### config.mk
export PLATFORM = sky130hd
export DESIGN_NAME = tsdz_div
export DESIGN_NICKNAME = d
export VERILOG_FILES = /design/src/design/tsdz_div.sv
export SDC_FILE = /design/constraint.sdc
export NUM_CORES = 2
export LEC_CHECK = 0
export BUFFER_PORTS_ARGS = -buffer_cell sky130_fd_sc_hd__clkbuf_2
export CAP_MARGIN = 5
export CORE_UTILIZATION = 58
export DETAILED_ROUTE_END_ITERATION = 6
export PLACE_DENSITY_LB_ADDON = 0.05
export SLEW_MARGIN = 30
export SYNTH_ARGS = -nofsm -noshare
export SYNTH_HDL_FRONTEND = slang
export SYNTH_SLANG_ARGS = --single-unit
export TNS_END_PERCENT = 5
### constraint.sdc
create_clock -name clk -period 3.5 [get_ports clk]
set_clock_uncertainty 0.15 [all_clocks]
set_input_delay 0.175 -clock clk [delete_from_list [all_inputs] [get_ports clk]]
set_output_delay 0.175 -clock clk [all_outputs]
set_load 0.05 [all_outputs]
### src/design/tsdz_div.sv
`default_nettype none
// ============================================================================
// Pipelined restoring divider
// Unsigned quotient of num / den, one quotient bit resolved per stage. The
// quotient must fit in QW bits.
// ============================================================================
module tsdz_div #(
  parameter int NW  = 40,
  parameter int DW  = 24,
  parameter int QW  = 16,
  parameter int SBW = 1
) (
  input  logic           clk,
  input  logic           rst_n,
  input  logic           en,
  input  logic           in_valid,
  input  logic [NW-1:0]  in_num,
  input  logic [DW-1:0]  in_den,
  input  logic [SBW-1:0] in_sb,
  output logic           out_valid,
  output logic [QW-1:0]  out_quot,
  output logic [SBW-1:0] out_sb
);

  localparam int W = (NW > DW + QW) ? NW : DW + QW;

  logic [W-1:0]   rem_r [0:QW-1];
  logic [DW-1:0]  den_r [0:QW-1];
  logic [QW-1:0]  q_r   [0:QW];
  logic           v_r   [0:QW];
  logic [SBW-1:0] sb_r  [0:QW];

  // Input stage.
  always_ff @(posedge clk) begin
    if (!rst_n) begin
      v_r[0] <= 1'b0;
    end else if (en) begin
      v_r[0] <= in_valid;
    end
  end

  always_ff @(posedge clk) begin
    if (en) begin
      rem_r[0] <= W'(in_num);
      den_r[0] <= in_den;
      q_r[0]   <= '0;
      sb_r[0]  <= in_sb;
    end
  end

  // Each stage tries the divisor shifted to the next lower quotient bit.
  for (genvar s = 0; s < QW; s++) begin : g_stage
    localparam int K = QW - 1 - s;
    logic [W-1:0] dsh;
    logic         take;

    assign dsh  = W'(den_r[s]) << K;
    assign take = rem_r[s] >= dsh;

    always_ff @(posedge clk) begin
      if (!rst_n) begin
        v_r[s+1] <= 1'b0;
      end else if (en) begin
        v_r[s+1] <= v_r[s];
      end
    end

    always_ff @(posedge clk) begin
      if (en) begin
        sb_r[s+1] <= sb_r[s];
        q_r[s+1]  <= take ? (q_r[s] | (QW'(1) << K)) : q_r[s];
      end
    end

    if (s < QW - 1) begin : g_carry
      always_ff @(posedge clk) begin
        if (en) begin
          rem_r[s+1] <= take ? (rem_r[s] - dsh) : rem_r[s];
          den_r[s+1] <= den_r[s];
        end
      end
    end
  end

  assign out_valid = v_r[QW];
  assign out_quot  = q_r[QW];
  assign out_sb    = sb_r[QW];

endmodule
`default_nettype wire

==> summary.txt <==
Critical path
  – Critical path type: reg -> reg
  – Cell repeated most along the worst path: o21a_1
  – Worst reg2reg setup slack: ~35 ps
  – CP Depth: 14
  – CP delay by family, top: compound AO/OA/AOI/OAI gates
  – CP max stage cell: edfxtp_1
  – R2R cell count: 14
  – Worst Path Required: roughly 3900 ps
  – CP endpoint kind: flip-flop
  – Crit path launch type: flip-flop
  – Buffers & Inverters on Critical Path: 4
  – Crit-path max cell delay: roughly 380 ps
  – Max FO, Critical Path: 9
  – Crit path cell chain: inv_1, ha_2, fa_2, nand2b_1, a21oi_1, o21a_1, o21a_1, a41oi_2, a211oi_2, buf_4, o41ai_4, buf_6, clkbuf_16, mux2_2
  – Arrival time worst endpoint: 3810 ps

Min path
  – Hold depth: 3
  – Hold WC Path Type: in -> reg

Route
  – Pre-Repair DR Iteration Count: 5
  – DR vias/cell: around 5.7
  – Post-Route WL: between 100000 and 150000 um
  – Detail Route Antenna Nets: 0
  – WL per Instance: between 15 and 20 um
  – Vias: around 44000
  – Initial drt markers: around 2400
  – Drt drc: 0

Die
  – Initial core utilization: 0.585
  – Chip height: 333 um
  – Rows: 121
  – Die X-Extent: 333 um
  – Core area: ~110000 um^2
  – Die ar.: around 110000 um^2
  – Io pins: 87

Logic synthesis
  – Main flop type after synthesis: edfxtp_1
  – Yosys warnings: 0
  – Mean Syn Cell Area: approximately 12 um^2
  – Asr flop ratio synth: 0
  – Leading area contributor after synthesis: edfxtp_1
  – Synthesized area: approximately 64000 um^2
  – Dominant cells by area after synthesis: edfxtp_1, ha_1, a21oi_1
  – Yosys reg bits: approximately 1200
  – Top cell type's share of synthesized area: 0.564
  – Post-synthesis sequential area ratio: 0.564
  – Number of synthesized flops with an enable pin: about 1200
  – Syn_nets: 5984
  – Cells after Synth: 5516
  – Post-synthesis cell type count: 91

CTS
  – TritonCTS Buffers: ~130
  – Clock slew at reported path FFs: around 70 ps
  – Worst skew pair latency: 770 ps
  – CTS tree: yes
  – Clk root buf: clkbuf_16
  – H-Tree Depth: 4
  – Clk sinks: ~1200
  – Clock Tree Buf Depth: 3

STA
  – Minimum clock period: between 3000 and 4000 ps
  – Max Fclk: around 290 MHz
  – Worst Slack Setup Final: 34.9 ps
  – Fraction of the cycle the final worst path needs: 0.990
  – Hold_ws: about 240 ps
  – Max-slew headroom: 0.498
  – Tightest Pin Transition: 753 ps
  – Final setup fails: 0
  – Final Hold Viols: 0
  – Max-slew violation count: 0
  – RSZ-0062 raised after global routing: true

Placed design
  – Pre-CTS setup slack: -495 ps
  – Port buffer count: between 80 and 90
  – Placer Congestion: 0.995
  – # placed instances: between 7000 and 8000
  – HPWL after DPL: ~110000 um

GRT
  – Largest net degree at the start of global routing: between 100 and 150
  – Initial antenna violation count: 0
  – Total Routing Usage GR: 0.261
  – Grt ovf: 0
  – First-pass GRT wire length: 228000 um
  – Vias in the first global route: 46100

Layout
  – Antenna diodes: 0
  – Commonest non-fill, non-tap cell in the layout: edfxtp_1
  – Area Growth Syn to Fin: 18.8%
  – Final #Nets: roughly 6700
  – Commonest cells after routing, fill and taps aside: edfxtp_1, inv_1, buf_4
  – Share of cells above drive strength 1: 0.152
  – Non-Filler Instances: about 7700

Pwr
  – PD cells: between 700 and 800 nW/um^2
  – P_leak: 0.0303 uW
  – VDD IR max: ~0.6 mV
  – Total chip power: approximately 60000 uW

Run status
  – Outcome: finished clean

Flow run
  – Maxcap violations: 0
area by class of cell:
type,count,area [um^2]
sequential,1194,35800
timing repair buffer,721,5940
inverter,504,1890
clock buffer,153,3380
multi-input combinational,3669,25700
tap,1414,1770
fill,7667,33200
clock inverter,82,1020
state kept, by name, summed over array words and instances (netlist names):
register / flops
den_r: 384
q_r: 136
rem_r: 640
sb_r: 17
v_r: 17
synth_stat cells, types with 80 or more instances:
library cell     n
nand4_1         80
inv_1          499
edfxtp_1      1193
nor3_1         101
o21ai_0        304
nand2_1        386
nand3_1         84
xnor2_1        221
a21o_1         168
xor2_1         162
a21oi_1        466
ha_1           384
nor2_1         345
clkbuf_1        97
where the power goes:
part           internal, uW  switching (uW)  total (uW)
clock network          8090            5820       13900
logic                 11000           13200       24100
registers             20100            1750       21800
per-stage QoR:
step	util	instance area [um^2]	setup TNS [ps]
2_1_floorplan	-	63600	0
3_3_place_gp	0.636	69200	-7280
3_5_place_dp	0.636	69200	-9350
4_1_cts	0.691	75100	-2.44
5_1_grt	0.695	75500	-1380
6_report	0.695	75500	0
per-layer routing:
layer  vias to the layer above  wire length (um)  share of wire  global-route usage
met5                         -                 0              0                   0
met4                         0              9120          0.063               0.167
met3                       442              3900          0.027              0.0302
met2                      1013             84900           0.58               0.546
met1                     21000             47600           0.33               0.225
li1                      21900                 -              -                   -
repair_timing:
item                       in CTS  in global routing
hold buffers                  134                  0
setup buffers                   4                  5
gates resized for setup        25                 80
setup endpoints to repair      80                187
pin swaps                       8                 29
cloned                          0                  1
hold endpoints to repair      192                  0
worst register-to-register path, stage by stage, from the launching register on:
cell	delay, ps
edfxtp_1	380
inv_1	100
ha_2	200
fa_2	200
nand2b_1	140
a21oi_1	90
o21a_1	200
o21a_1	220
a41oi_2	320
a211oi_2	140
buf_4	160
o41ai_4	220
buf_6	180
clkbuf_16	170
mux2_2	330
cell families after synthesis:
logic type | share of synthesized area
buf+inv | 0.0403
simple gates | 0.107
fa+ha+maj | 0.0803
mux | 0.0131
flops | 0.564
xor+xnor | 0.0528
compound gates | 0.143
path summary, 6_finish.rpt:
kind | from | to
worst max-delay path | rem_r[0][54]$_DFFE_PP_ | rem_r[1][20]$_DFFE_PP_
worst max register to register | rem_r[0][54]$_DFFE_PP_ | rem_r[1][20]$_DFFE_PP_
worst min-delay path | rst_n | v_r[16]$_DFF_P_
worst min register to register | q_r[0][199]$_DFFE_PP_ | q_r[0][215]$_DFFE_PP_
Note: power is estimated with default switching activity, not from simulation.
