==> config.mk <==
export PLATFORM = sky130hd
export DESIGN_NAME = tsdz_isqrt
export DESIGN_NICKNAME = d
export VERILOG_FILES = /design/src/design/tsdz_pkg.sv /design/src/design/tsdz_isqrt.sv
export SDC_FILE = /design/constraint.sdc
export NUM_CORES = 2
export LEC_CHECK = 0
export BUFFER_PORTS_ARGS = -buffer_cell sky130_fd_sc_hd__buf_4
export CORE_MARGIN = 2
export CORE_UTILIZATION = 55
export DETAILED_ROUTE_END_ITERATION = 8
export GPL_TIMING_DRIVEN = 1
export PLACE_DENSITY = 0.7
export SYNTH_ARGS = -nofsm -noshare
export SYNTH_HDL_FRONTEND = slang
export SYNTH_SLANG_ARGS = --single-unit
==> constraint.sdc <==
create_clock -name clk -period 3.78 [get_ports clk]
set_input_delay 0.189 -clock clk [delete_from_list [all_inputs] [get_ports clk]]
set_output_delay 0.189 -clock clk [all_outputs]
set_load 0.01 [all_outputs]
==> src/design/tsdz_pkg.sv <==
`default_nettype none
// ============================================================================
// Thumbstick radial dead zone and cardinal snap: shared definitions
// Widths, register indexes, arctangent table and the sideband records that
// travel with each transaction through the pipeline.
// ============================================================================
package tsdz_pkg;

  // Field widths fixed by the interface.
  localparam int RAW_W = 16;
  localparam int OUT_W = 16;
  localparam int DZ_W  = 15;
  localparam int SW_W  = 14;
  localparam int ANG_W = 16;
  localparam int M2_W  = 32;
  localparam int ROOT_W = 24;
  localparam int MAG_MAX_W = 16;

  // Configuration port.
  localparam int CFG_IDX_W  = 1;
  localparam int CFG_DATA_W = 15;
  localparam logic [CFG_IDX_W-1:0] CFG_DEAD_ZONE   = 1'b0;
  localparam logic [CFG_IDX_W-1:0] CFG_SNAP_WINDOW = 1'b1;

  localparam logic [DZ_W-1:0] DZ_RESET = 15'd10813;
  localparam logic [SW_W-1:0] SW_RESET = 14'd1820;

  // Full scale of one axis and its square.
  localparam logic [DZ_W-1:0] FULL_SCALE    = 15'd32767;
  localparam logic [M2_W-1:0] FULL_SCALE_SQ = 32'd1073676289;

  // Half a turn in the 2^32-per-turn angle accumulator.
  localparam logic [31:0] Z_HALF_TURN = 32'h8000_0000;
  localparam logic [31:0] Z_ROUND     = 32'h0000_8000;

  typedef enum logic [2:0] {
    SNAP_NONE,
    SNAP_EAST,
    SNAP_SOUTH,
    SNAP_WEST,
    SNAP_NORTH
  } snap_t;

  // Sideband carried through the angle pipeline.
  typedef struct packed {
    logic signed [RAW_W-1:0] x;
    logic signed [RAW_W-1:0] y;
    logic [M2_W-1:0]         m2;
    logic                    dead;
    logic                    capped;
  } front_sb_t;

  // Sideband carried through the square root pipeline.
  typedef struct packed {
    logic signed [RAW_W-1:0] x;
    logic signed [RAW_W-1:0] y;
    logic                    dead;
    logic                    capped;
    snap_t                   snap;
  } root_sb_t;

  // Sideband carried through the magnitude divider.
  typedef struct packed {
    logic signed [RAW_W-1:0] x;
    logic signed [RAW_W-1:0] y;
    logic                    dead;
    logic                    capped;
    snap_t                   snap;
    logic [ROOT_W-1:0]       root;
  } mag_sb_t;

  // Sideband carried through the component dividers.
  typedef struct packed {
    logic                 neg_x;
    logic                 dead;
    snap_t                snap;
    logic [MAG_MAX_W-1:0] mag;
    logic                 root_zero;
  } comp_sb_t;

  // One finished result.
  typedef struct packed {
    logic signed [OUT_W-1:0] x;
    logic signed [OUT_W-1:0] y;
    logic                    dead;
  } result_t;

  // atan(2^-i) in 2^32-per-turn units.
  function automatic logic [31:0] atan_entry(input int idx);
    case (idx)
      0:  return 32'd536870912;
      1:  return 32'd316933406;
      2:  return 32'd167458905;
      3:  return 32'd85004756;
      4:  return 32'd42667331;
      5:  return 32'd21354465;
      6:  return 32'd10679838;
      7:  return 32'd5340245;
      8:  return 32'd2670163;
      9:  return 32'd1335087;
      10: return 32'd667544;
      11: return 32'd333772;
      12: return 32'd166886;
      13: return 32'd83443;
      14: return 32'd41722;
      15: return 32'd20861;
      16: return 32'd10430;
      17: return 32'd5215;
      18: return 32'd2608;
      19: return 32'd1304;
      20: return 32'd652;
      21: return 32'd326;
      22: return 32'd163;
      23: return 32'd81;
      default: return 32'd0;
    endcase
  endfunction

endpackage
`default_nettype wire

==> src/design/tsdz_isqrt.sv <==
`default_nettype none
// ============================================================================
// Pipelined integer square root
// Returns floor(sqrt(m2 * 65536)), one result bit resolved per stage.
// ============================================================================
module tsdz_isqrt #(
  parameter int SBW = 1
) (
  input  logic                               clk,
  input  logic                               rst_n,
  input  logic                               en,
  input  logic                               in_valid,
  input  logic [tsdz_pkg::M2_W-1:0]          in_m2,
  input  logic [SBW-1:0]                     in_sb,
  output logic                               out_valid,
  output logic [tsdz_pkg::ROOT_W-1:0]        out_root,
  output logic [SBW-1:0]                     out_sb
);
  import tsdz_pkg::*;

  localparam int VW     = M2_W + 16;
  localparam int STAGES = VW / 2;

  logic [VW-1:0]  rem_r [0:STAGES-1];
  logic [VW-1:0]  res_r [0:STAGES];
  logic           v_r   [0:STAGES];
  logic [SBW-1:0] sb_r  [0:STAGES];

  // Input stage: the radicand is the squared magnitude scaled by 65536.
  always_ff @(posedge clk) begin
    if (!rst_n) begin
      v_r[0] <= 1'b0;
    end else if (en) begin
      v_r[0] <= in_valid;
    end
  end

  always_ff @(posedge clk) begin
    if (en) begin
      rem_r[0] <= {in_m2, 16'd0};
      res_r[0] <= '0;
      sb_r[0]  <= in_sb;
    end
  end

  // Digit-by-digit stages, from the top pair of bits downwards.
  for (genvar j = 0; j < STAGES; j++) begin : g_stage
    localparam logic [VW-1:0] ONE_J = VW'(1) << (VW - 2 - 2 * j);
    logic [VW-1:0] trial;
    logic          take;

    assign trial = res_r[j] + ONE_J;
    assign take  = rem_r[j] >= trial;

    always_ff @(posedge clk) begin
      if (!rst_n) begin
        v_r[j+1] <= 1'b0;
      end else if (en) begin
        v_r[j+1] <= v_r[j];
      end
    end

    always_ff @(posedge clk) begin
      if (en) begin
        sb_r[j+1] <= sb_r[j];
        if (take) begin
          res_r[j+1] <= (res_r[j] >> 1) + ONE_J;
        end else begin
          res_r[j+1] <= res_r[j] >> 1;
        end
      end
    end

    if (j < STAGES - 1) begin : g_rem
      always_ff @(posedge clk) begin
        if (en) begin
          rem_r[j+1] <= take ? (rem_r[j] - trial) : rem_r[j];
        end
      end
    end
  end

  assign out_valid = v_r[STAGES];
  assign out_root  = res_r[STAGES][ROOT_W-1:0];
  assign out_sb    = sb_r[STAGES];

endmodule
`default_nettype wire

==> metrics.yaml <==
status: "finished clean"
clock_tree.root_cell: "sky130_fd_sc_hd__clkbuf_16"
post-route-drc-count: 0
final_weighted_congestion_in_routability_driven_placement: 0.934
nNetsFinal: 5328
groute.usage.overall_pct: 21.1
clk_pin_slew_ps: 60
finalCriticalPeriod_ps: 3620
finClkSkew_ps: 67.8
mappedNetlistArea_mm2: 0.0584
starting_density_pct: 55.5
power.share.combinational_pct: 18.8
maxCapViolCount: 0
worst_path_max_delay_cell: "sky130_fd_sc_hd__a31oi_1"
global_route_wire_length_before_repair_um: 184000
switchingPower_mw: 10.1
wire_per_inst_um: 17.9
power_leakage_nw: 24.6
synthCells: 4815
hold_viol_final: 0
ir_drop_mv: 0.469
path_depth: 12
netlist_cell_types: 89
final-setup-viol-count: 0
pin_count: 63
p_total_mw: 36.0
placement.io_buffers: 62
synth_seq_area_share_pct: 60.0
via_count: 36924
critPathMaxFanout: 6
post-synth-top-area-fraction_pct: 60.0
relative_contribution_of_sequential_cells_to_total_power_pct: 48.9
drt_iter0_markers: 2716
synth_area_leader_cell: "sky130_fd_sc_hd__edfxtp_1"
critical_path_class: "reg -> reg"
synthTopCellsByCount: "1,166 x sky130_fd_sc_hd__edfxtp_1, 375 x sky130_fd_sc_hd__inv_1, 373 x sky130_fd_sc_hd__nand2_1"
finalCritPeriodShare_pct: 95.8
ys_warn_count: 0
cells_taking_the_most_area_after_synthesis: "sky130_fd_sc_hd__edfxtp_1 60%, sky130_fd_sc_hd__ha_1 6.6%, sky130_fd_sc_hd__xnor2_1 3.8%"
setup.worst_path.end_class: "register"
internal-power_mw: 25.9
worst-endpoint-arrival_ps: 4080
chipWidth_um: 330
dr.pass1.iters: 7
layout.core_utilization_pct: 61.8
die-area_mm2: 0.109
antenna_found_initial: 1
worst-path-buf-inv: 2
setup.worst_path.start_class: "register"
core_area_mm2: 0.105
final_max_slew_viol_count: 0
detail_route.vias_per_cell: 5.71
fmax_mhz: 276
overflow: 0
detail_route.wirelength_um: 115000
p_per_area_mw_per_mm2: 553
power.share.switching_pct: 28.0
tritoncts: "done"
holdCritPathClass: "in -> reg"
n_antenna_cell: 0
r2r_cells: 12
synth.most_common_cell: "sky130_fd_sc_hd__edfxtp_1"
tightest_slew_ps: 1050
synthesis.nets: 5166
drive_above_1_share_pct: 7.70
maxSlewHeadroom_pct: 30.1
antenna_left: 0
n_fill_cell: 8080
critPathRequiredTime_ps: 4240
area_growth_from_synthesis_to_final_layout_pct: 11.4
post_synth_edffs: 1166
h-tree-depth: 3
cts_made_buffers: 119
vias_in_the_first_global_route: 35839
ys.flop_type: "sky130_fd_sc_hd__edfxtp_1"
clkLatencyLatePin_ps: 750
pwr-share-clk_pct: 32.3
fin_setup_tns_ps: 0
path_delay_family: "compound AO/OA/AOI/OAI gates"
worstHoldPathCells: 2
synthArstFlopShare_pct: 0
cp_slowest_stage_delay_ps: 630
die_height_um: 330
largest_net_degree_at_the_start_of_global_routing: 184
clock_sink_count: 1167
avgSynthCellArea_um2: 12.1
post-dp-hpwl_um: 83000
postSynthRegisterBits: 1167
cp_cell_sequence: "inv_1 > ha_1 > inv_1 > fa_1 > nor2b_1 > o31a_1 > o31a_1 > o211ai_1 > a31oi_1 > nor2_2 > a2111oi_0 > o22ai_1"
grt_setup_unrepaired: "false"
clock_tree.buffer_depth: 3
rows: 119
## sequential cells by signal (all words and copies together), names as in the netlist
name,count
rem_r,817
res_r,300
sb_r,25
v_r,25
## through the flow
| stage | cell area (µm²) | hold slack, ps | instances | setup slack, ps |
|---|---|---|---|---|
| after floorplan | 58400 | 288 | 4815 | 513 |
| after global routing | 65000 | 127 | 6467 | 3.00 |
| after detailed placement | 60800 | 368 | 6211 | 287 |
| after global placement | 60800 | 367 | 6211 | 333 |
| final | 65000 | 161 | 6467 | 158 |
| after CTS | 65000 | 108 | 6467 | 222 |
## layout by cell type, fill, tap and decap left out, types with 55 or more instances in the layout
cell type,Yosys,layout
sky130_fd_sc_hd__a21o_1,88,88
sky130_fd_sc_hd__a21oi_1,231,228
sky130_fd_sc_hd__buf_4,0,110
sky130_fd_sc_hd__clkbuf_16,0,119
sky130_fd_sc_hd__edfxtp_1,1166,1166
sky130_fd_sc_hd__ha_1,307,307
sky130_fd_sc_hd__inv_1,375,375
sky130_fd_sc_hd__nand2_1,373,373
sky130_fd_sc_hd__nand3_1,75,75
sky130_fd_sc_hd__nand4_1,62,62
sky130_fd_sc_hd__nor2_1,321,320
sky130_fd_sc_hd__nor3_1,140,139
sky130_fd_sc_hd__nor4_1,104,101
sky130_fd_sc_hd__o21a_1,55,55
sky130_fd_sc_hd__o21ai_0,251,250
sky130_fd_sc_hd__xnor2_1,253,253
sky130_fd_sc_hd__xor2_1,203,203
## per-layer routing
layer | GRT usage, % | routed length (µm) | up-vias
met3 | 2.56 | 4900 | 218
met4 | 7.15 | 3280 | 0
met2 | 37.5 | 58400 | 838
li1 | - | - | 18155
met5 | 0 | 0 | -
met1 | 26.9 | 48900 | 17713
## cell families after synthesis
kind of cell | Yosys count | synth area share [%]
buf+inv | 492 | 3.18
simple gates | 1442 | 12.6
mux | 46 | 0.866
xor+xnor | 456 | 6.84
fa+ha+maj | 314 | 6.82
compound gates | 898 | 9.74
flops | 1167 | 60.0
## final cells by class
type	count	area [µm²]	share of cell area [%]
clock buffers	139	3050	4.69
clock inverters	81	846	1.30
well taps	1391	1740	2.68
flip-flops and latches	1167	35000	53.9
repair buffers	156	1380	2.12
multi-input cells	3156	21600	33.2
inverters	377	1420	2.18
## power by group through the flow
stage               clock network (mW)  logic [mW]  registers, mW
CTS                               11.9        6.75           17.6
global route                      12.4        7.58           17.7
floorplan                            0        5.08           17.3
detailed placement                   0        6.68           17.8
finish                            11.6        6.76           17.6
global placement                     0        6.56           17.8
## what timing repair did
action                                 in CTS  in global routing
endpoints found under the hold margin     100                  0
resized for setup                           0                  2
setup endpoints to repair                   0                  3
setup buffers                               0                  0
hold buffers                               36                  0
## worst paths after layout
check,slack (ps),to,start
setup / recovery,160,rem_r[2][377],res_r[11][4]
hold reg to reg,410,res_r[9][68],res_r[9][21]
setup reg to reg,160,rem_r[2][377],res_r[11][4]
hold / removal,160,rem_r[0][34],in_m2[18]
Power figures use the tool's default switching activity.
