<file path="src/design/tsdz_pkg.sv">
`default_nettype none
// ============================================================================
// Thumbstick radial dead zone and cardinal snap: shared definitions
// Widths, register indexes, arctangent table and the sideband records that
// travel with each transaction through the pipeline.
// ============================================================================
package tsdz_pkg;

  // Field widths fixed by the interface.
  localparam int RAW_W = 16;
  localparam int OUT_W = 16;
  localparam int DZ_W  = 15;
  localparam int SW_W  = 14;
  localparam int ANG_W = 16;
  localparam int M2_W  = 32;
  localparam int ROOT_W = 24;
  localparam int MAG_MAX_W = 16;

  // Configuration port.
  localparam int CFG_IDX_W  = 1;
  localparam int CFG_DATA_W = 15;
  localparam logic [CFG_IDX_W-1:0] CFG_DEAD_ZONE   = 1'b0;
  localparam logic [CFG_IDX_W-1:0] CFG_SNAP_WINDOW = 1'b1;

  localparam logic [DZ_W-1:0] DZ_RESET = 15'd10813;
  localparam logic [SW_W-1:0] SW_RESET = 14'd1820;

  // Full scale of one axis and its square.
  localparam logic [DZ_W-1:0] FULL_SCALE    = 15'd32767;
  localparam logic [M2_W-1:0] FULL_SCALE_SQ = 32'd1073676289;

  // Half a turn in the 2^32-per-turn angle accumulator.
  localparam logic [31:0] Z_HALF_TURN = 32'h8000_0000;
  localparam logic [31:0] Z_ROUND     = 32'h0000_8000;

  typedef enum logic [2:0] {
    SNAP_NONE,
    SNAP_EAST,
    SNAP_SOUTH,
    SNAP_WEST,
    SNAP_NORTH
  } snap_t;

  // Sideband carried through the angle pipeline.
  typedef struct packed {
    logic signed [RAW_W-1:0] x;
    logic signed [RAW_W-1:0] y;
    logic [M2_W-1:0]         m2;
    logic                    dead;
    logic                    capped;
  } front_sb_t;

  // Sideband carried through the square root pipeline.
  typedef struct packed {
    logic signed [RAW_W-1:0] x;
    logic signed [RAW_W-1:0] y;
    logic                    dead;
    logic                    capped;
    snap_t                   snap;
  } root_sb_t;

  // Sideband carried through the magnitude divider.
  typedef struct packed {
    logic signed [RAW_W-1:0] x;
    logic signed [RAW_W-1:0] y;
    logic                    dead;
    logic                    capped;
    snap_t                   snap;
    logic [ROOT_W-1:0]       root;
  } mag_sb_t;

  // Sideband carried through the component dividers.
  typedef struct packed {
    logic                 neg_x;
    logic                 dead;
    snap_t                snap;
    logic [MAG_MAX_W-1:0] mag;
    logic                 root_zero;
  } comp_sb_t;

  // One finished result.
  typedef struct packed {
    logic signed [OUT_W-1:0] x;
    logic signed [OUT_W-1:0] y;
    logic                    dead;
  } result_t;

  // atan(2^-i) in 2^32-per-turn units.
  function automatic logic [31:0] atan_entry(input int idx);
    case (idx)
      0:  return 32'd536870912;
      1:  return 32'd316933406;
      2:  return 32'd167458905;
      3:  return 32'd85004756;
      4:  return 32'd42667331;
      5:  return 32'd21354465;
      6:  return 32'd10679838;
      7:  return 32'd5340245;
      8:  return 32'd2670163;
      9:  return 32'd1335087;
      10: return 32'd667544;
      11: return 32'd333772;
      12: return 32'd166886;
      13: return 32'd83443;
      14: return 32'd41722;
      15: return 32'd20861;
      16: return 32'd10430;
      17: return 32'd5215;
      18: return 32'd2608;
      19: return 32'd1304;
      20: return 32'd652;
      21: return 32'd326;
      22: return 32'd163;
      23: return 32'd81;
      default: return 32'd0;
    endcase
  endfunction

endpackage
`default_nettype wire

</file>
<file path="src/design/tsdz_cordic.sv">
`default_nettype none
// ============================================================================
// Vectoring CORDIC angle pipeline
// One register stage for the half-turn pre-rotation, then one stage per
// micro-rotation. Produces atan2 in 65536-per-turn units.
// ============================================================================
module tsdz_cordic #(
  parameter int STEPS = 16,
  parameter int SBW   = 1
) (
  input  logic                                clk,
  input  logic                                rst_n,
  input  logic                                en,
  input  logic                                in_valid,
  input  logic signed [tsdz_pkg::RAW_W-1:0]   in_x,
  input  logic signed [tsdz_pkg::RAW_W-1:0]   in_y,
  input  logic [SBW-1:0]                      in_sb,
  output logic                                out_valid,
  output logic signed [tsdz_pkg::ANG_W-1:0]   out_angle,
  output logic [SBW-1:0]                      out_sb
);
  import tsdz_pkg::*;

  localparam int XW = 27;

  logic signed [XW-1:0] x_r [0:STEPS];
  logic signed [XW-1:0] y_r [0:STEPS];
  logic [31:0]          z_r [0:STEPS];
  logic                 v_r [0:STEPS];
  logic [SBW-1:0]       sb_r [0:STEPS];

  logic signed [XW-1:0] x_ext;
  logic signed [XW-1:0] y_ext;
  logic [31:0]          z_round;

  // Scale the sample by 256 before rotating.
  assign x_ext = XW'(in_x) <<< 8;
  assign y_ext = XW'(in_y) <<< 8;

  // Pre-rotation: a vector in the left half plane is turned by half a turn.
  always_ff @(posedge clk) begin
    if (!rst_n) begin
      v_r[0] <= 1'b0;
    end else if (en) begin
      v_r[0] <= in_valid;
    end
  end

  always_ff @(posedge clk) begin
    if (en) begin
      sb_r[0] <= in_sb;
      if (in_x < 0) begin
        x_r[0] <= -x_ext;
        y_r[0] <= -y_ext;
        z_r[0] <= Z_HALF_TURN;
      end else begin
        x_r[0] <= x_ext;
        y_r[0] <= y_ext;
        z_r[0] <= '0;
      end
    end
  end

  // Micro-rotation stages, each turning the vector towards the x axis.
  for (genvar i = 0; i < STEPS; i++) begin : g_step
    logic signed [XW-1:0] xsh;
    logic signed [XW-1:0] ysh;

    assign xsh = x_r[i] >>> i;
    assign ysh = y_r[i] >>> i;

    always_ff @(posedge clk) begin
      if (!rst_n) begin
        v_r[i+1] <= 1'b0;
      end else if (en) begin
        v_r[i+1] <= v_r[i];
      end
    end

    always_ff @(posedge clk) begin
      if (en) begin
        sb_r[i+1] <= sb_r[i];
        if (!y_r[i][XW-1]) begin
          x_r[i+1] <= x_r[i] + ysh;
          y_r[i+1] <= y_r[i] - xsh;
          z_r[i+1] <= z_r[i] + atan_entry(i);
        end else begin
          x_r[i+1] <= x_r[i] - ysh;
          y_r[i+1] <= y_r[i] + xsh;
          z_r[i+1] <= z_r[i] - atan_entry(i);
        end
      end
    end
  end

  // Round the accumulated angle to 16 bits.
  assign z_round   = z_r[STEPS] + Z_ROUND;
  assign out_angle = signed'(z_round[31:16]);
  assign out_valid = v_r[STEPS];
  assign out_sb    = sb_r[STEPS];

endmodule
`default_nettype wire

</file>
<file path="config.mk">
export PLATFORM = sky130hd
export DESIGN_NAME = tsdz_cordic
export DESIGN_NICKNAME = d
export VERILOG_FILES = /design/src/design/tsdz_pkg.sv /design/src/design/tsdz_cordic.sv
export SDC_FILE = /design/constraint.sdc
export NUM_CORES = 2
export LEC_CHECK = 0
export BUFFER_PORTS_ARGS = -buffer_cell sky130_fd_sc_hd__buf_2
export CAP_MARGIN = 20
export CELL_PAD_IN_SITES_DETAIL_PLACEMENT = 1
export CELL_PAD_IN_SITES_GLOBAL_PLACEMENT = 1
export CORE_MARGIN = 4
export CORE_UTILIZATION = 45
export CTS_BUF_LIST = sky130_fd_sc_hd__clkbuf_4 sky130_fd_sc_hd__clkbuf_8
export DETAILED_ROUTE_END_ITERATION = 8
export PLACE_DENSITY_LB_ADDON = 0.15
export SLEW_MARGIN = 30
export SYNTH_ARGS = -nofsm -noshare
export SYNTH_HDL_FRONTEND = slang
export SYNTH_SLANG_ARGS = --single-unit
</file>
<file path="constraint.sdc">
create_clock -name clk -period 5.3 [get_ports clk]
set_input_delay 1.06 -clock clk [delete_from_list [all_inputs] [get_ports clk]]
set_output_delay 1.06 -clock clk [all_outputs]
set_load 0.01 [all_outputs]
</file>
==> report_table.html <==
<table>
<tr><th>Metric</th><th>Value</th></tr>
<tr><th colspan="2">Worst hold path</th></tr>
<tr><td>Endpoint of the worst hold-timing path</td><td>sb_r[0][0]</td></tr>
<tr><td>Source of the worst hold timing path</td><td>in_sb</td></tr>
<tr><td>Type of the worst min-delay path</td><td>input port to flip-flop</td></tr>
<tr><td>Hold path depth</td><td>1</td></tr>
<tr><th colspan="2">Timing</th></tr>
<tr><td>Setup repair after global routing missed its margin</td><td>false</td></tr>
<tr><td>Worst relative slew slack</td><td>25.6%</td></tr>
<tr><td>Shortest period the worst path allows</td><td>4920 ps</td></tr>
<tr><td>Peak Freq</td><td>203 MHz</td></tr>
<tr><td>Max Slew Vio Count</td><td>0</td></tr>
<tr><td>Final setup violating endpoints</td><td>0</td></tr>
<tr><td>Measured slew at the worst slew-check pin</td><td>1090 ps</td></tr>
<tr><td>Setup TNS</td><td>0 ps</td></tr>
<tr><td>Clk_skew</td><td>55.3 ps</td></tr>
<tr><td>Final Hold Viols</td><td>0</td></tr>
<tr><td>Period Utilization, post-route</td><td>92.8%</td></tr>
<tr><th colspan="2">Global routing</th></tr>
<tr><td>Pin count of the biggest net entering global routing</td><td>116</td></tr>
<tr><td>Vias in the first global route</td><td>84,426</td></tr>
<tr><td>Initial antenna violation count</td><td>4</td></tr>
<tr><td>Global-route congestion overflow total</td><td>0</td></tr>
<tr><td>Wire length of the first global-routing pass</td><td>457,000 um</td></tr>
<tr><td>Global-route total usage across every layer</td><td>24.3%</td></tr>
<tr><th colspan="2">Finish</th></tr>
<tr><td>Number of non-filler instances in the completed layout</td><td>14,012</td></tr>
<tr><td>Final core utilization</td><td>50.1%</td></tr>
<tr><td>FF+latch area</td><td>35,800 um2</td></tr>
<tr><td>Fill cell total of the finished layout</td><td>25,221</td></tr>
<tr><td>Synthesis-to-finish area growth</td><td>10.4%</td></tr>
<tr><td>Area taken by multi-input logic gates</td><td>61,700 um2</td></tr>
<tr><td>Layout net count</td><td>12,130</td></tr>
<tr><td>Final design area excluding fillers</td><td>111,000 um2</td></tr>
<tr><td>Ratio of cells with drive above 1 in the final layout</td><td>7.74%</td></tr>
<tr><th colspan="2">Routing</th></tr>
<tr><td>Total wirelength of the detailed-routed design</td><td>287,000 um</td></tr>
<tr><td>DRC violations left</td><td>0</td></tr>
<tr><td>Wire length per cell after detailed routing</td><td>20.5 um</td></tr>
<tr><td>Highest metal layer with signal wires</td><td>met4</td></tr>
<tr><td>Mean number of vias per cell</td><td>5.80</td></tr>
<tr><td>Met3 WL</td><td>9790 um</td></tr>
<tr><td>DRT met1 WL</td><td>130,000 um</td></tr>
<tr><td>Number of vias in the routed layout</td><td>81,249</td></tr>
<tr><td>Routed Antenna Nets</td><td>0</td></tr>
<tr><td>Met2 wire length</td><td>140,000 um</td></tr>
<tr><td>Detailed router's first-iteration violation count</td><td>4,504</td></tr>
<tr><td>Number of iterations in the first detailed-routing pass</td><td>5</td></tr>
<tr><th colspan="2">Clocking</th></tr>
<tr><td>Number of buffers created by CTS</td><td>219</td></tr>
<tr><td>Worst-Skew Late Latency</td><td>990 ps</td></tr>
<tr><td>Sink Count</td><td>1,193</td></tr>
<tr><td>Number of buffers added for setup after CTS</td><td>0</td></tr>
<tr><td>Post-CTS clock slew at the launch and capture registers of the worst setup and hold paths</td><td>50 ps</td></tr>
<tr><td>Clk Tree Root Cell</td><td>sky130_fd_sc_hd__clkbuf_8</td></tr>
<tr><td>Clock tree from TritonCTS</td><td>done</td></tr>
<tr><td>Clock H-tree levels</td><td>4</td></tr>
<tr><td>Max clock buf depth</td><td>3</td></tr>
<tr><td>Cts hold-fix bufs</td><td>0</td></tr>
<tr><th colspan="2">Synthesis</th></tr>
<tr><td>Net Count, Synth</td><td>11,715</td></tr>
<tr><td>Fraction of registers with async set or reset after synthesis</td><td>0%</td></tr>
<tr><td>Top cells by area, synth</td><td>sky130_fd_sc_hd__edfxtp_1 36%, sky130_fd_sc_hd__ha_1 15%, sky130_fd_sc_hd__xnor2_1 8.0%, sky130_fd_sc_hd__a21oi_1 5.0%, sky130_fd_sc_hd__xor2_1 4.4%</td></tr>
<tr><td>Cell type with the highest aggregate area in the netlist</td><td>sky130_fd_sc_hd__edfxtp_1</td></tr>
<tr><td>Count of warnings emitted by yosys</td><td>0</td></tr>
<tr><td>Total standard cell area after synthesis</td><td>100,000 um2</td></tr>
<tr><td>Portion of synthesized cell area occupied by the leading cell type</td><td>35.7%</td></tr>
<tr><td>Number of enable-type register cells in the synthesized netlist</td><td>1,192</td></tr>
<tr><td>Number of library cell types mapped by synthesis</td><td>97</td></tr>
<tr><td>Cell count after synthesis</td><td>10,461</td></tr>
<tr><td>Synthesized area divided by synthesized cell count</td><td>9.58 um2</td></tr>
<tr><td>Yosys reg bits</td><td>1,193</td></tr>
<tr><td>Most frequently used flop master after synthesis</td><td>sky130_fd_sc_hd__edfxtp_1</td></tr>
<tr><td>Sequential fraction of the synthesis area</td><td>35.7%</td></tr>
<tr><th colspan="2">Setup path</th></tr>
<tr><td>Critical path depth in cells</td><td>18</td></tr>
<tr><td>Top fanout value on the critical path</td><td>5</td></tr>
<tr><td>Launch point of the worst reg-to-reg path</td><td>x_r[9][11]</td></tr>
<tr><td>Kind of end point of the critical path</td><td>flip-flop</td></tr>
<tr><td>Worst R2R Setup Slack</td><td>380 ps</td></tr>
<tr><td>Top delay family on crit path</td><td>simple AND/OR/NAND/NOR gates</td></tr>
<tr><td>Startpoint kind of the worst setup timing path</td><td>flip-flop</td></tr>
<tr><td>Required time at the worst-slack endpoint</td><td>5990 ps</td></tr>
<tr><td>Reg2reg path depth</td><td>18</td></tr>
<tr><td>RR Endpoint</td><td>y_r[10][25]</td></tr>
<tr><td>Buffers and inverters on the worst path</td><td>0</td></tr>
<tr><td>Critical Path AT</td><td>5610 ps</td></tr>
<tr><td>Cells along the critical path</td><td>or3_1 -&gt; nor3_2 -&gt; nor3b_1 -&gt; nand3b_1 -&gt; o31ai_2 -&gt; nand2_1 -&gt; xor2_1 -&gt; ha_1 -&gt; a21o_1 -&gt; a21o_1 -&gt; a21o_1 -&gt; or3_1 -&gt; or3_1 -&gt; o2111ai_1 -&gt; a311oi_1 -&gt; o21a_1 -&gt; nor2_1 -&gt; xnor2_1</td></tr>
<tr><td>CP max stage cell</td><td>sky130_fd_sc_hd__edfxtp_1</td></tr>
<tr><td>CP peak stage delay</td><td>470 ps</td></tr>
<tr><td>Setup Crit Path Kind</td><td>flip-flop to flip-flop</td></tr>
<tr><th colspan="2">Outcome</th></tr>
<tr><td>Status</td><td>finished, final reports clean</td></tr>
<tr><th colspan="2">Die</th></tr>
<tr><td>Row count</td><td>172</td></tr>
<tr><td>Die footprint</td><td>230,000 um2</td></tr>
<tr><td>Starting Density</td><td>45.4%</td></tr>
<tr><td>Core box area</td><td>221,000 um2</td></tr>
<tr><td>Number of primary I/O pins</td><td>55</td></tr>
<tr><td>Height of the die</td><td>480 um</td></tr>
<tr><td>Die width</td><td>480 um</td></tr>
<tr><th colspan="2">Flow run</th></tr>
<tr><td>Max-capacitance violation count</td><td>0</td></tr>
<tr><th colspan="2">Placement</th></tr>
<tr><td># port buffers</td><td>54</td></tr>
<tr><td>Half-perimeter wire length after placement</td><td>229,000 um</td></tr>
<tr><td>Placed insts</td><td>13,612</td></tr>
<tr><td>Post-placement cell area</td><td>106,000 um2</td></tr>
<tr><td>Last weighted congestion value of the routability-driven placer</td><td>0.913</td></tr>
</table>
-- logic make-up (layout without fill, tap and decap cells) --
logic type | Yosys count | in the layout | synth area share (%)
buffers and inverters | 702 | 1285 | 2.64
muxes | 56 | 56 | 0.587
xor gates and xnor gates | 1422 | 1422 | 12.4
other | 0 | 10 | 0
AOI/OAI and AO/OA | 3156 | 3156 | 20.0
DFF | 1193 | 1193 | 35.7
and+or+nand+nor | 2715 | 2715 | 13.2
adders and majority gates | 1217 | 1217 | 15.5
-- layout make-up --
cell class	instances	share of cell area, %
antenna	10	0.0226
tap	2958	3.35
inverter	507	1.72
sequential	1193	32.4
multi-input combinational	8566	55.8
timing repair buffer	389	2.64
clock buffer	277	3.13
clock inverter	112	0.895
-- cells in the mapped netlist (30+ instances only) --
master	count
sky130_fd_sc_hd__xnor2_1	916
sky130_fd_sc_hd__nand3b_1	30
sky130_fd_sc_hd__xor2_1	506
sky130_fd_sc_hd__fa_1	34
sky130_fd_sc_hd__o21bai_1	131
sky130_fd_sc_hd__o31ai_1	116
sky130_fd_sc_hd__nand3_1	172
sky130_fd_sc_hd__or4_1	34
sky130_fd_sc_hd__a31oi_1	102
sky130_fd_sc_hd__clkbuf_1	173
sky130_fd_sc_hd__a31o_2	30
sky130_fd_sc_hd__inv_1	500
sky130_fd_sc_hd__a211oi_1	79
sky130_fd_sc_hd__nor2_1	816
sky130_fd_sc_hd__o211ai_1	40
sky130_fd_sc_hd__a21o_1	462
sky130_fd_sc_hd__or3_1	66
sky130_fd_sc_hd__or2_2	42
sky130_fd_sc_hd__a21boi_0	37
sky130_fd_sc_hd__o21a_1	141
sky130_fd_sc_hd__o21ai_0	655
sky130_fd_sc_hd__nor2b_1	153
sky130_fd_sc_hd__a211o_1	31
sky130_fd_sc_hd__edfxtp_1	1192
sky130_fd_sc_hd__and2_1	43
sky130_fd_sc_hd__nand4_1	86
sky130_fd_sc_hd__nor4_1	65
sky130_fd_sc_hd__a21oi_1	994
sky130_fd_sc_hd__and3_1	125
sky130_fd_sc_hd__o41ai_1	61
sky130_fd_sc_hd__nand2b_1	176
sky130_fd_sc_hd__mux2i_1	34
sky130_fd_sc_hd__nor3_1	246
sky130_fd_sc_hd__nand2_1	593
sky130_fd_sc_hd__ha_1	1183
-- sequential cells by signal, indices dropped and copies added (netlist names) --
name  count
z_r     426
v_r      17
y_r     373
x_r     360
sb_r     17
-- placed cells by master (no fill, tap or decap), types with 176 or more instances in the layout --
master / synthesis / layout
sky130_fd_sc_hd__edfxtp_1: 1192 / 1192
sky130_fd_sc_hd__ha_1: 1183 / 1183
sky130_fd_sc_hd__a21oi_1: 994 / 994
sky130_fd_sc_hd__xnor2_1: 916 / 916
sky130_fd_sc_hd__nor2_1: 816 / 816
sky130_fd_sc_hd__o21ai_0: 655 / 655
sky130_fd_sc_hd__nand2_1: 593 / 593
sky130_fd_sc_hd__xor2_1: 506 / 506
sky130_fd_sc_hd__inv_1: 500 / 500
sky130_fd_sc_hd__a21o_1: 462 / 462
sky130_fd_sc_hd__buf_4: 0 / 325
sky130_fd_sc_hd__nor3_1: 246 / 245
sky130_fd_sc_hd__clkbuf_8: 0 / 221
sky130_fd_sc_hd__nand2b_1: 176 / 176
-- stage by stage --
step	setup WS [ps]	hold slack (ps)
after detailed placement	74.8	408
after CTS	244	155
after global routing	35.5	180
after global placement	139	404
after floorplan	64.7	400
final	384	286
-- how the worst max path moves through the flow --
stage	from	endpoint	slack (ps)
after floorplan	en	y_r[9][26]	60
after global placement	en	x_r[5][23]	140
after detailed placement	en	y_r[14][24]	70
after CTS	x_r[9][12]	y_r[10][25]	240
after global routing	y_r[11][11]	x_r[12][26]	40
final	x_r[9][11]	y_r[10][25]	380
-- per-layer routing --
metal,vias up,GRT usage (%)
li1,39616,-
met1,40007,31.9
met2,1239,42.4
met3,387,2.66
met4,0,6.53
met5,-,0
-- repair_timing --
action	CTS	global route
setup endpoints to repair	0	1
endpoints found under the hold margin	0	0
resized for setup	0	2
Power is not shown: default switching activity piles up to over one toggle a cycle in this logic, so the estimate is an artifact.
